### src/pof_pkg.sv
// ----------------------------------------------------------------------------
// pof_pkg
// Shared widths, constants and the pipeline tag for the pitch word encoder.
// ----------------------------------------------------------------------------
package pof_pkg;

    localparam int RATE_W  = 20;                 // source sample rate
    localparam int SCALE_W = 24;                 // Q16 pitch scale
    localparam int NAT_W   = 16;                 // native engine rate
    localparam int PROD_W  = RATE_W + SCALE_W;   // rate * scale
    localparam int NUM_W   = PROD_W + 8;         // product pre-shifted by 2^8
    localparam int REM_W   = 48;                 // divisor / remainder width
    localparam int SHF_W   = 4;                  // biased octave, 0..15
    localparam int OCT_W   = 4;
    localparam int FRAC_W  = 10;
    localparam int QUO_W   = FRAC_W + 1;         // quotient with round bit
    localparam int WORD_W  = 15;

    localparam logic [NAT_W-1:0]  NATIVE_RESET = 16'd44100;
    localparam logic [FRAC_W-1:0] FRAC_MAX     = 10'd1023;
    localparam logic [SHF_W-1:0]  OCT_BIAS     = 4'b1000;

    // Control that travels alongside each request.
    typedef struct packed {
        logic             vld;   // stage holds a request
        logic             zero;  // rate or scale was zero
        logic [SHF_W-1:0] shift; // octave + 8
        logic             sat;   // normalized ratio >= 2.0
        logic             pos;   // normalized ratio > 1.0
    } t_tag;

endpackage

### src/pof_div.sv
// ----------------------------------------------------------------------------
// pof_div
// Pipelined restoring divider: one quotient bit per stage, QUO_W stages.
// ----------------------------------------------------------------------------
module pof_div
    import pof_pkg::*;
(
    input  logic             i_clk,
    input  logic             i_rst_n,
    input  t_tag             i_tag,
    input  logic [REM_W-1:0] i_rem,
    input  logic [REM_W-1:0] i_div,
    output t_tag             o_tag,
    output logic [QUO_W-1:0] o_quo
);

    t_tag             w_tag [0:QUO_W];
    logic [REM_W-1:0] w_rem [0:QUO_W];
    logic [REM_W-1:0] w_div [0:QUO_W];
    logic [QUO_W-1:0] w_quo [0:QUO_W];

    assign w_tag[0] = i_tag;
    assign w_rem[0] = i_rem;
    assign w_div[0] = i_div;
    assign w_quo[0] = '0;

    for (genvar g = 0; g < QUO_W; g++) begin : g_bit
        t_tag             r_tag;
        logic [REM_W-1:0] r_rem;
        logic [REM_W-1:0] r_div;
        logic [QUO_W-1:0] r_quo;
        logic [REM_W-1:0] n_two;
        logic [REM_W-1:0] n_rem;
        logic             n_ge;

        always_comb begin
            n_two = {w_rem[g][REM_W-2:0], 1'b0};
            n_ge  = n_two >= w_div[g];
            n_rem = n_ge ? (n_two - w_div[g]) : n_two;
        end

        always_ff @(posedge i_clk) begin
            if (!i_rst_n) begin
                r_tag <= '0;
            end else begin
                r_tag <= w_tag[g];
            end
        end

        always_ff @(posedge i_clk) begin
            r_rem <= n_rem;
            r_div <= w_div[g];
            r_quo <= {w_quo[g][QUO_W-2:0], n_ge};
        end

        assign w_tag[g+1] = r_tag;
        assign w_rem[g+1] = r_rem;
        assign w_div[g+1] = r_div;
        assign w_quo[g+1] = r_quo;
    end

    assign o_tag = w_tag[QUO_W];
    assign o_quo = w_quo[QUO_W];

endmodule

### config.mk
export PLATFORM = sky130hd
export DESIGN_NAME = pof_div
export DESIGN_NICKNAME = d
export VERILOG_FILES = /design/src/pof_pkg.sv /design/src/pof_div.sv
export SDC_FILE = /design/constraint.sdc
export NUM_CORES = 2
export LEC_CHECK = 0
export BUFFER_PORTS_ARGS = -buffer_cell sky130_fd_sc_hd__buf_4
export CAP_MARGIN = 20
export CORE_UTILIZATION = 60
export CTS_BUF_LIST = sky130_fd_sc_hd__clkbuf_8
export DETAILED_ROUTE_END_ITERATION = 8
export PLACE_DENSITY = 0.79
export SLEW_MARGIN = 20
export SYNTH_ARGS = -nofsm -noshare
export SYNTH_HDL_FRONTEND = slang
export SYNTH_SLANG_ARGS = --single-unit
### constraint.sdc
create_clock -name i_clk -period 6.8 [get_ports i_clk]
set_clock_uncertainty 0.15 [all_clocks]
set_input_delay 0.34 -clock i_clk [delete_from_list [all_inputs] [get_ports i_clk]]
set_output_delay 0.34 -clock i_clk [all_outputs]
set_load 0.01 [all_outputs]
==> flow_summary_export.csv <==
group,metric,value,unit
status,status,"finished, final reports clean",
critical_path,startpoint,"i_div[2]",
floorplanning,io_pins,125,
cts,clk_pin_slew,0.06,ns
floorplanning,rows,111,
place,postPlaceCellArea,0.0575,mm^2
cts,root_buffer,"clkbuf_8",
global_route,grt_max_degree,94,
cts,clock_sinks,1104,
timing,fmax,0.200,GHz
logic_synthesis,synth_edf_count,0,
routing,wl_per_cell,15.7,um
routing,drc,0,
global_route,first_global_vias,42771,
timing,drv_slew,0,
global_route,antenna_found_initial,4,
power,switching_share,0.393,
power,p_int,18.4,mW
power,vdd_drop_max,0.000264,V
critical_path,critPathLaunchType,"primary input",
critical_path,rr_endpoint,"g_bit[6].r_rem[1]",
timing,tns,0,ns
routing,viasPerCell,5.47,
timing,period_minus_slack,5.01,ns
routing,ant_nets,0,
final_layout,final_layout_size_suffix_gt1_frac,0.0949,
routing,first_pass_iters,6,
critical_path,worstSetupEndpoint,"g_bit[0].r_rem[6]",
timing,finalCritPeriodShare,0.736,
place,io_buffers,123,
logic_synthesis,synthFlopType,"dfxtp_1",
logic_synthesis,synth_top_cell_area_share,0.397,
floorplanning,die_h,307,um
logic_synthesis,syn_inst,6170,
final_layout,post-route-cell-area,0.0630,mm^2
cts,cts_tree,"done",
power,power_density,482,mW/mm^2
global_route,grt_overflow_total,0,
cts,post_cts_buffers,0,
critical_path,crit_arrival,5.60,ns
timing,setup_violations,0,
place,hpwl,92300,um
critical_path,crit_required,7.39,ns
critical_path,r2r_start,"g_bit[5].r_div[0]",
timing,hold_viol_final,0,
logic_synthesis,syn_nets,6813,
power,p_clk_frac,0.196,
power,p_seq_frac,0.306,
floorplanning,fp.dieW,307,um
critical_path,reg2reg_depth,13,
logic_synthesis,synth_common_cells,"dfxtp_1 (1104), inv_1 (634), a21oi_1 (534)",
cts,clkLatencyLatePin,0.88,ns
logic_synthesis,yosysTopAreaCell,"dfxtp_1",
logic_synthesis,ys_seq_area_frac,0.397,
critical_path,cp_max_fo,39,
critical_path,rrSetupSlack,2.06,ns
floorplanning,dieArea,0.0940,mm^2
timing,worst_pin_slew,1.03,ns
min_path,hp-class,"in2reg",
timing,hold_ws,0.110,ns
final_layout,num-nets-final,7100,
floorplanning,start_util,0.606,
critical_path,endpoint_kind,"register",
logic_synthesis,synth_seq_cells,1104,
logic_synthesis,ys_warn_count,0,
place,gp_congestion,0.938,
critical_path,worstSetupPathType,"in2reg",
timing,slew_headroom,0.305,
power,totalPowerFinal,30.3,mW
logic_synthesis,async_reset_ff_frac,0,
timing,rsz0062_at_grt,"no",
logic_synthesis,yosys-top-cells-area,"dfxtp_1 (40%), ha_1 (12%), a21oi_1 (4.8%), a21o_1 (4.6%), inv_1 (4.3%)",
logic_synthesis,yosysUniqueCellTypes,85,
logic_synthesis,syn_area,0.0556,mm^2
cts,cts_buffer_depth,3,
global_route,grt_first_pass_wirelength,202000,um
logic_synthesis,yosysMostFrequentCell,"dfxtp_1",
global_route,track_usage,0.259,
routing,drt_iter0_drc,2609,
flow_run,drv_cap,0,
power,p_leak,30.4,nW
logic_synthesis,avgSynthCellArea,9.02,um^2
cts,htreeDepth,4,
floorplanning,core_area,0.0918,mm^2
final_layout,area_growth,13.3,%
power,power.switching,11.9,mW
power,p_comb_frac,0.498,
routing,drt_wl_total,123000,um
routing,vias,42917,
cts,cts_buffers,169,
power groups by stage:
stage,registers [mW],logic [mW],clock network [mW]
final,9.28,15.1,5.96
after global placement,9.37,14.5,0
after CTS,9.26,15.0,6.12
after global routing,9.45,16.8,6.41
after detailed placement,9.37,14.7,0
after floorplan,9.01,12.0,0
worst max-delay path: stages:
cell and delay [ns]:
dlygate4sd3_1 0.53, buf_4 0.11, inv_1 0.04, ha_1 0.34, a21o_1 0.15, a21oi_1 0.10, o21ai_0 0.17, a21oi_1 0.12
nor2b_1 0.36, a21oi_1 0.24, o21ai_1 0.48, o21a_1 0.17, o21ai_1 0.08, a211o_1 0.30, o211ai_1 0.46, buf_4 0.60
mux2_2 0.40, dlygate4sd3_1 0.55
sequential cells by signal, summed over array words and instances, names as in the netlist:
| signal | count |
|---|---|
| g_bit.r_quo | 55 |
| o_tag | 8 |
| g_bit.r_rem | 470 |
| g_bit.r_div | 480 |
| g_bit.r_tag | 80 |
| o_quo | 11 |
metrics by stage:
step	utilization	instances	setup WS (ns)
after floorplan	-	6170	3.17
after global placement	0.627	7363	2.12
after detailed placement	0.627	7363	2.05
after CTS	0.686	7837	1.99
final	0.687	7840	1.79
after global routing	0.687	7840	1.53
layout by cell type (no fill, tap or decap), drive strengths merged, types with 55 or more instances in the layout:
cell and count:
dfxtp 1104, inv 693, a21oi 537, ha 527, nand2 431, o21ai 411, a21o 344, nor2 285
xnor2 256, clkbuf 211, mux2 210, xor2 175, dlygate4sd3 166, buf 139, and2 119, nand4 100
o21bai 81, nand3 76, nor2b 69, nand2b 59, nor3 58, and3 55
logic make-up after synthesis:
family,synth area share
compound gates,0.196
simple gates,0.116
flops,0.397
buf+inv,0.0578
fa+ha+maj,0.122
xor+xnor,0.0678
mux,0.0436
what timing repair did:
action                                 in CTS  in global routing
resized for setup                           0                  0
hold buffers                              166                  0
endpoints found under the hold margin     183                  0
routing by layer:
layer	up-vias	GRT usage	part of all wire
met1	19433	0.308	0.44
met5	-	0	0
met2	1142	0.452	0.47
met4	0	0.145	0.050
li1	21987	-	-
met3	355	0.0346	0.037
area by class of cell:
cell class              count  area, um^2
multi-input cells        4243       30400
fillers                  7320       28800
diodes                      3        7.51
flip-flops and latches   1104       22100
well taps                1243        1560
clock buffers             211        2900
repair buffers            305        2730
clock inverters            97         937
inverters                 634        2380
how the worst min path moves through the flow:
| stage | start | end | slack, ns | cells past startpoint |
|---|---|---|---|---|
| final | i_rem[35] | g_bit[0].r_rem[36] | 0.11 | 3 |
| after detailed placement | g_bit[7].r_quo[5] | g_bit[8].r_quo[6] | 0.16 | 0 |
| after global placement | g_bit[4].r_quo[1] | g_bit[5].r_quo[2] | 0.16 | 0 |
| after global routing | i_rem[17] | g_bit[0].r_rem[18] | 0.08 | 3 |
| after CTS | i_rem[15] | g_bit[0].r_rem[16] | 0.04 | 3 |
| after floorplan | g_bit[0].r_quo[0] | g_bit[1].r_quo[1] | 0.16 | 0 |
No activity file was read; power rests on OpenSTA's default activity.
