File: src/pof_pkg.sv
// ----------------------------------------------------------------------------
// pof_pkg
// Shared widths, constants and the pipeline tag for the pitch word encoder.
// ----------------------------------------------------------------------------
package pof_pkg;

    localparam int RATE_W  = 20;                 // source sample rate
    localparam int SCALE_W = 24;                 // Q16 pitch scale
    localparam int NAT_W   = 16;                 // native engine rate
    localparam int PROD_W  = RATE_W + SCALE_W;   // rate * scale
    localparam int NUM_W   = PROD_W + 8;         // product pre-shifted by 2^8
    localparam int REM_W   = 48;                 // divisor / remainder width
    localparam int SHF_W   = 4;                  // biased octave, 0..15
    localparam int OCT_W   = 4;
    localparam int FRAC_W  = 10;
    localparam int QUO_W   = FRAC_W + 1;         // quotient with round bit
    localparam int WORD_W  = 15;

    localparam logic [NAT_W-1:0]  NATIVE_RESET = 16'd44100;
    localparam logic [FRAC_W-1:0] FRAC_MAX     = 10'd1023;
    localparam logic [SHF_W-1:0]  OCT_BIAS     = 4'b1000;

    // Control that travels alongside each request.
    typedef struct packed {
        logic             vld;   // stage holds a request
        logic             zero;  // rate or scale was zero
        logic [SHF_W-1:0] shift; // octave + 8
        logic             sat;   // normalized ratio >= 2.0
        logic             pos;   // normalized ratio > 1.0
    } t_tag;

endpackage

File: src/pof_norm.sv
// ----------------------------------------------------------------------------
// pof_norm
// Octave search: four compare stages pick the octave bit by bit, then a
// prep stage forms the divider operands and the range flags.
// ----------------------------------------------------------------------------
module pof_norm
    import pof_pkg::*;
(
    input  logic             i_clk,
    input  logic             i_rst_n,
    input  t_tag             i_tag,
    input  logic [NUM_W-1:0] i_num,
    input  logic [NUM_W-1:0] i_den,
    output t_tag             o_tag,
    output logic [REM_W-1:0] o_rem,
    output logic [REM_W-1:0] o_div
);

    localparam int STEPS = SHF_W;

    t_tag             w_tag [0:STEPS];
    logic [NUM_W-1:0] w_num [0:STEPS];
    logic [NUM_W-1:0] w_den [0:STEPS];

    assign w_tag[0] = i_tag;
    assign w_num[0] = i_num;
    assign w_den[0] = i_den;

    // Step g decides octave bit (STEPS-1-g): try doubling the divisor 2^bit times.
    for (genvar g = 0; g < STEPS; g++) begin : g_step
        localparam int BIT = STEPS - 1 - g;
        localparam int SH  = 1 << BIT;

        t_tag             r_tag;
        logic [NUM_W-1:0] r_num;
        logic [NUM_W-1:0] r_den;
        t_tag             n_tag;
        logic [NUM_W-1:0] n_den;
        logic [NUM_W-1:0] n_cand;

        always_comb begin
            n_cand = w_den[g] << SH;
            n_tag  = w_tag[g];
            n_den  = w_den[g];
            if (w_num[g] >= n_cand) begin
                n_den            = n_cand;
                n_tag.shift[BIT] = 1'b1;
            end
        end

        always_ff @(posedge i_clk) begin
            if (!i_rst_n) begin
                r_tag <= '0;
            end else begin
                r_tag <= n_tag;
            end
        end

        always_ff @(posedge i_clk) begin
            r_num <= w_num[g];
            r_den <= n_den;
        end

        assign w_tag[g+1] = r_tag;
        assign w_num[g+1] = r_num;
        assign w_den[g+1] = r_den;
    end

    // Prep: ratio A/B is now in [1,2) unless clamped at either end.
    t_tag             r_tag;
    logic [REM_W-1:0] r_rem;
    logic [REM_W-1:0] r_div;
    t_tag             n_tag;
    logic [NUM_W-1:0] n_diff;

    always_comb begin
        n_tag     = w_tag[STEPS];
        n_tag.pos = w_num[STEPS] > w_den[STEPS];
        n_tag.sat = w_num[STEPS] >= (w_den[STEPS] << 1);
        n_diff    = w_num[STEPS] - w_den[STEPS];
    end

    always_ff @(posedge i_clk) begin
        if (!i_rst_n) begin
            r_tag <= '0;
        end else begin
            r_tag <= n_tag;
        end
    end

    // diff < den < 2^47 whenever the quotient is used
    always_ff @(posedge i_clk) begin
        r_rem <= n_diff[REM_W-1:0];
        r_div <= w_den[STEPS][REM_W-1:0];
    end

    assign o_tag = r_tag;
    assign o_rem = r_rem;
    assign o_div = r_div;

endmodule

File: config.mk
export PLATFORM = sky130hd
export DESIGN_NAME = pof_norm
export DESIGN_NICKNAME = d
export VERILOG_FILES = /design/src/pof_pkg.sv /design/src/pof_norm.sv
export SDC_FILE = /design/constraint.sdc
export NUM_CORES = 1
export LEC_CHECK = 0
export BUFFER_PORTS_ARGS = -buffer_cell sky130_fd_sc_hd__buf_2
export CORE_MARGIN = 8
export CORE_UTILIZATION = 65
export CTS_BUF_LIST = sky130_fd_sc_hd__clkbuf_2
export CTS_CLUSTER_DIAMETER = 60
export DETAILED_ROUTE_END_ITERATION = 10
export PLACE_DENSITY = 0.85
export SETUP_SLACK_MARGIN = 0.05
export SLEW_MARGIN = 40
export SYNTH_ARGS = -nofsm -noshare
export SYNTH_HDL_FRONTEND = slang
export SYNTH_SLANG_ARGS = --single-unit
File: constraint.sdc
create_clock -name i_clk -period 6.7 [get_ports i_clk]
set_input_delay 1.675 -clock i_clk [delete_from_list [all_inputs] [get_ports i_clk]]
set_output_delay 1.675 -clock i_clk [all_outputs]
set_load 0.02 [all_outputs]
==> results of run 1 <==
-- registers in the layout, indices dropped and copies added, names as in the netlist --
name	flops
o_tag	8
g_step.r_tag	24
g_step.r_den	208
g_step.r_num	208
o_rem	48
o_div	48
-- critical path, cell delays in order --
cell and delay [ns]:
buf_2 0.11, inv_1 0.06, ha_1 0.30, nand4_1 0.22, nor4_1 0.71, nand2_1 0.14
or3_1 0.41, o211ai_1 0.14, a221o_1 0.26, a21oi_4 0.05, buf_12 0.22, mux2_1 0.36
-- kinds of logic (layout without fill, tap and decap cells) --
group / count (synthesis) / in the layout / share of synthesized area, %
adder cells (fa/ha/maj): 297 / 297 / 16.8
multiplexers: 193 / 193 / 8.90
AND/OR/NAND/NOR: 286 / 286 / 6.98
other: 0 / 1 / 0
flip-flops: 544 / 544 / 49.2
XOR/XNOR: 44 / 44 / 1.74
buffers and inverters: 297 / 680 / 5.41
AO/OA/AOI/OAI: 374 / 374 / 10.9
-- path summary, 6_finish.rpt --
path,endpoint,slack (ns),cells after the start
setup / recovery,g_step[0].r_den[48]$_DFF_P_,2.90,12
hold / removal,o_div[41]$_DFF_P_,0.31,0
setup reg to reg,g_step[1].r_den[4]$_DFF_P_,2.96,12
hold reg to reg,o_div[41]$_DFF_P_,0.31,0
-- area by class of cell --
type,instances,area share [%]
diodes,1,0.0102
clock buffers,167,3.39
clock inverters,34,0.690
inverters,259,3.94
multi-input cells,1194,40.9
flip-flops and latches,544,44.2
well taps,448,2.27
repair buffers,220,4.57
-- power groups by stage --
stage          logic [mW]  registers [mW]  clock network (mW)
2_1_floorplan        2.61            4.69                   0
5_1_grt              4.55            4.42                2.10
3_3_place_gp         3.94            4.39                   0
6_report             4.10            4.35                1.86
4_1_cts              4.09            4.35                1.92
3_5_place_dp         4.07            4.43                   0
-- stage by stage --
step                      cell area [µm²]  hold WS (ns)  std cells  utilization, %  setup WS (ns)
after detailed placement            23600         0.339       2665            70.5           1.97
final                               24600         0.312       2867            73.5           2.90
after floorplan                     22100         0.323       2035               -           2.69
after global routing                24600         0.335       2867            73.5           2.76
after CTS                           24600         0.317       2866            73.5           2.95
after global placement              23600         0.334       2665            70.5           1.96
-- synth_stat cells, types with 5 or more instances --
cell and n:
a211oi_1 12, a21o_1 133, a21oi_1 116, a31oi_1 5
and2_1 41, and4_1 5, buf_4 15, clkbuf_1 17
dfxtp_1 544, ha_1 296, inv_1 259, mux2_1 6
mux2_2 9, mux2i_1 174, nand2_1 50, nand2b_1 7
nand3_1 11, nand4_1 68, nor2_1 48, nor2b_1 10
nor3_1 18, nor4_1 9, o211ai_1 5, o21ai_0 50
o21bai_1 10, xnor2_1 19, xor2_1 25
-- layer usage --
layer / wire length (µm) / GRT usage [%]
met2: 21000 / 36.6
met1: 24200 / 32.3
met3: 2550 / 4.91
met4: 1620 / 11.1
met5: 0 / 0
==> implementation parameters, run 1 <==
Parameter                              Value

Run status
  Status    complete, no violations

Place
  HPWL after DPL    around 40 mm
  Gpl congestion    slightly below 0.9
  # port buffers    roughly 220

Power and ir drop
  Total power draw    around 10 mW
  Switch share    38.2%
  Comb power frac    between 30% and 40%
  Largest vdd supply drop    between 0.0002 and 0.00025 V
  Clock group share of total power    around 18%
  Sw power    a little under 4 mW
  Internal power summed over all cells    around 6.4 mW
  Power density of the placed cells    418 mW/mm²
  Part of the total power dissipated in sequential elements    a little over two fifths
  Leak Pwr    around 13 nW

STA
  Unrepaired setup endpoints after global routing    false
  Hold Vio Cnt, Final    0
  Setup TNS    0 ns
  Slew of the pin with the lowest slew margin    0.824 ns
  Fmax    ~0.26 GHz
  Number of max-slew violations in the final report    0
  Final critical-path share of the clock period    a little under three fifths
  Worst max-slew margin expressed relative to the limit    between 40 and 50%
  Final count of negative-setup-slack endpoints    0
  Minimum clock period    about 3.8 ns
  Final worst clock skew    between 0.07 and 0.08 ns

Worst setup path
  Critical setup path kind    input port to register
  Critical path arrival    roughly 4.7 ns
  Data required, critical path    between 7 and 8 ns
  Critical Path Start    i_den[41]
  Largest fanout on the critical path    53
  CP Launch Type    input port
  Critical path endpoint category    register
  Worst reg2reg startpoint    g_step[0].r_den[13]$_DFF_P_

Final layout
  Filler Cell Count    roughly 2400
  Multi-input gate area    approximately 0.01 mm²
  Post-synthesis to final-layout area growth    11.3%
  Layout cell share with drive strength beyond 1    approximately 17%
  Most frequent standard cell in the layout excluding fill and tap cells    dfxtp_1
  FF+latch area    ~0.011 mm²
  Net count of the finished layout    ~2700
  Commonest non-fill, non-tap cells in the layout    dfxtp_1, ha_1, inv_1

Synth
  Avg Synthesized Cell Area    around 11 µm²
  Number of storage elements in the synthesis netlist    544
  Mapped cell area    0.0221 mm²
  Portion of the post-synthesis area used by sequential elements    approximately half
  Top FF cell, synth    dfxtp_1
  Unique masters post-synth    64
  Library cell occupying the most area in the post-synthesis netlist    dfxtp_1
  FFs w/ async S/R, synth    0%
  Number of warnings printed during yosys synthesis    0
  Synthesized netlist cell count    between 2000 and 2500
  Number of synthesized flops with an enable pin    0
  Yosys top cell area share    49.2%
  Number of nets in the synthesized netlist    approximately 2400
  Cell types occupying the most area after synthesis    dfxtp_1, ha_1, mux2i_1, a21o_1, inv_1

Run
  Number of maximum-capacitance constraint violations    0

Min path
  Min-Delay Startpoint    g_step[3].r_den[41]$_DFF_P_
  HP Class    register to register

Die
  Number of standard-cell rows in the floorplan    67
  Total core area    ~0.034 mm²
  Starting Density    about two thirds
  Die Y-Extent    201 µm
  I/O Pins    218
  Die ar.    just over 0.04 mm²
  Die span in x    ~200 µm

Routing
  Antenna-violating nets left    0
  Drt via density    5.29
  Routed vias    approximately 15000
  Residual DRC count    0
  Detailed Routing Iterations Pass 1    5
  Average detailed-routed wire length per instance    17.2 µm
  Drt initial violations    760
  Total Wirelength    49.5 mm

CTS
  CTS Hold Buffers Added    0
  Maximum level of the CTS H-tree    3
  Deepest clock path buffer count    3
  Clock sink total    roughly 540
  Number of cells upsized or downsized after cts    0
  TritonCTS Buffers    118
  Clk root buf    clkbuf_2
  Number of buffers inserted to repair setup after CTS    0
  TritonCTS clock tree    yes
  Skew-Pair Late Insertion Delay    1.03 ns
  CTS clk-pin slew, worst paths    0.10 ns

Global routing
  Initial antenna violation count    1
  Overall global routing resource usage    approximately a quarter
  Pin count of the biggest net entering global routing    54
  Leftover overflow at the end of global routing    0
  First-pass GRT wire length    ~80 mm
  Vias in the first global route    roughly 16000
Note: power is estimated with default switching activity, not from simulation.
==> run 2: changes to the inputs <==
- CORE_UTILIZATION: 65 -> 55
- PLACE_DENSITY: 0.85 -> 0.76
- clock period: 6.7 -> 3.3 ns (I/O delays scaled with it)
==> run 2 against run 1 <==
Wire length grew 4.5%. Combinational power grew 110%. Worst hold slack lost 0.18 ns. Clock skew shrank 0.0057 ns. Critical endpoint is now g_step[0].r_den[31]$_DFF_P_.
==> implementation parameters, run 2 (synthesized netlist as in run 1, its figures left out) <==
Parameter                              Value

STA
  Hold Vio Cnt, Final    0
  Slew of the pin with the lowest slew margin    a little over 0.7 ns
  Unrepaired setup endpoints after global routing    false
  Final worst clock skew    0.0694 ns
  Minimum clock period    slightly above 3 ns
  Final critical-path share of the clock period    about 93%
  Fmax    approximately 0.33 GHz
  Final count of negative-setup-slack endpoints    0
  Number of max-slew violations in the final report    0
  Worst max-slew margin expressed relative to the limit    between 50% and 60%

CTS
  Deepest clock path buffer count    3
  TritonCTS Buffers    between 100 and 150
  Clock sink total    between 500 and 600
  TritonCTS clock tree    yes
  Skew-Pair Late Insertion Delay    about 1.0 ns
  CTS clk-pin slew, worst paths    ~0.1 ns
  Clk root buf    clkbuf_2
  Maximum level of the CTS H-tree    4

Final layout
  Layout cell share with drive strength beyond 1    ~20%
  Post-synthesis to final-layout area growth    19.4%
  Final standard cell count with taps included and fillers excluded    between 3000 and 4000
  Commonest non-fill, non-tap cells in the layout    dfxtp_1, ha_1, inv_1
  Net count of the finished layout    a little under 3000
  Largest registers    g_step.r_den (208), g_step.r_num (208)
  Most frequent standard cell in the layout excluding fill and tap cells    dfxtp_1
  Utilization of the core after routing    around 67%

Routing
  Antenna-violating nets left    0
  Detailed Routing Iterations Pass 1    5
  Routed vias    15700
  Residual DRC count    0
  Total Wirelength    51.7 mm
  Drt initial violations    676
  Average detailed-routed wire length per instance    ~17 µm
  Drt via density    roughly 5.0

Global routing
  Overall global routing resource usage    between 20% and 30%
  Leftover overflow at the end of global routing    0
  Vias in the first global route    approximately 17000
  First-pass GRT wire length    between 80 and 90 mm
  Initial antenna violation count    3
  Pin count of the biggest net entering global routing    34

Power and ir drop
  Power density of the placed cells    roughly 830 mW/mm²
  Largest vdd supply drop    0.000303 V
  Leak Pwr    14.1 nW
  Total power draw    around 22 mW

Run
  Number of maximum-capacitance constraint violations    0

Worst setup path
  Slack of the worst reg-to-reg path    between 0.2 and 0.3 ns
  CP Launch Type    input port
  CP max stage cell    dlygate4sd3_1
  Largest fanout on the critical path    16
  Critical path arrival    ~4.0 ns
  Data required, critical path    4.20 ns
  Critical path endpoint category    register
  Peak per-stage delay on the critical path    0.57 ns
  Critical setup path kind    input port to register
  Count of buffering cells on the critical path with inverters included    4
  Worst path cell trace    dlygate4sd3_1 -> buf_2 -> ha_1 -> a21o_1 -> a21o_1 -> a21oi_1 -> nor2_1 -> a211oi_1 -> o211ai_1 -> a221o_1 -> a21oi_4 -> buf_12 -> buf_4 -> mux2i_1
  Crit path top cell by count    a21o_1
  Largest delay share family, worst path    compound AO/OA/AOI/OAI gates

Die
  Die ar.    ~0.047 mm²
  Die Y-Extent    217 µm
  I/O Pins    between 200 and 250
  Die span in x    roughly 220 µm
  Total core area    between 0.03 and 0.04 mm²
  Starting Density    55.7%
  Number of standard-cell rows in the floorplan    73

Min path
  HP Class    input port to register

Place
  HPWL after DPL    40.8 mm
  Gpl congestion    ~0.86
  # port buffers    215
  Total placed cells including tap cells    2811

Run status
  Status    complete, no violations
==> run 2: cell count changes in the layout (fill, tap and decap cells not counted), sizes merged <==
cell	before	now
diode	1	3
dlygate4sd3	0	83
bufinv	1	6
clkbuf	167	175
buf	220	294
clkinv	29	40
clkinvlp	1	3
==> run 2: final cells by class <==
class | instances | area, µm²
fill | 3073 | 13300
sequential | 544 | 10900
multi-input combinational | 1194 | 10100
timing repair buffer | 377 | 2530
inverter | 259 | 972
clock buffer | 175 | 876
tap | 525 | 657
clock inverter | 52 | 389
antenna | 3 | 7.51
==> run 2: path summary, 6_finish.rpt <==
path,start,to,cells after the start
min,i_den[12],g_step[0].r_den[20]$_DFF_P_,3
max,i_num[25],g_step[0].r_den[31]$_DFF_P_,14
max reg2reg,g_step[1].r_num[2]$_DFF_P_,g_step[2].r_den[2]$_DFF_P_,13
min reg2reg,g_step[0].r_num[36]$_DFF_P_,g_step[1].r_num[36]$_DFF_P_,0
==> run 2: metrics by stage <==
| stage | cell area [µm²] | setup TNS [ns] | hold WS (ns) | setup WS, ns |
|---|---|---|---|---|
| 3_5_place_dp | 24300 | -4.35 | 0.337 | -0.131 |
| 5_1_grt | 26400 | 0 | 0.0388 | 0.0641 |
| 3_3_place_gp | 24200 | -4.08 | 0.329 | -0.114 |
| 4_1_cts | 26400 | 0 | 0.0163 | 0.0929 |
| 2_1_floorplan | 22100 | 0 | 0.323 | 0.144 |
| 6_report | 26400 | 0 | 0.131 | 0.231 |
==> run 2: layer usage <==
layer	vias up	track usage [%]	wire (µm)
li1	8100	-	-
met1	7125	29.1	25100
met2	418	33.8	23000
met3	90	4.48	2320
met4	0	8.97	1300
met5	-	0	0
==> run 2: power by group <==
part	switching, mW	internal, mW
Combinational	5.03	3.60
Sequential	0.672	8.18
Clock	2.52	1.94
Total	8.22	13.7
==> run 2: repair_timing <==
action | CTS | global route
endpoints found under the setup margin | 0 | 14
setup buffers | 0 | 5
gates resized for setup | 0 | 4
hold endpoints to repair | 78 | 0
hold buffers | 83 | 0
==> run 2: worst register-to-register path, cell delays in order (launching register included) <==
cell and delay [ns]:
dfxtp_1 0.35, inv_1 0.05, ha_1 0.26, or3b_1 0.34
a21boi_1 0.17, o2111ai_1 0.13, a211oi_2 0.23, o31ai_1 0.10
buf_4 0.14, a211oi_2 0.29, o211a_2 0.26, nor2_4 0.09
buf_8 0.22, mux2_4 0.31
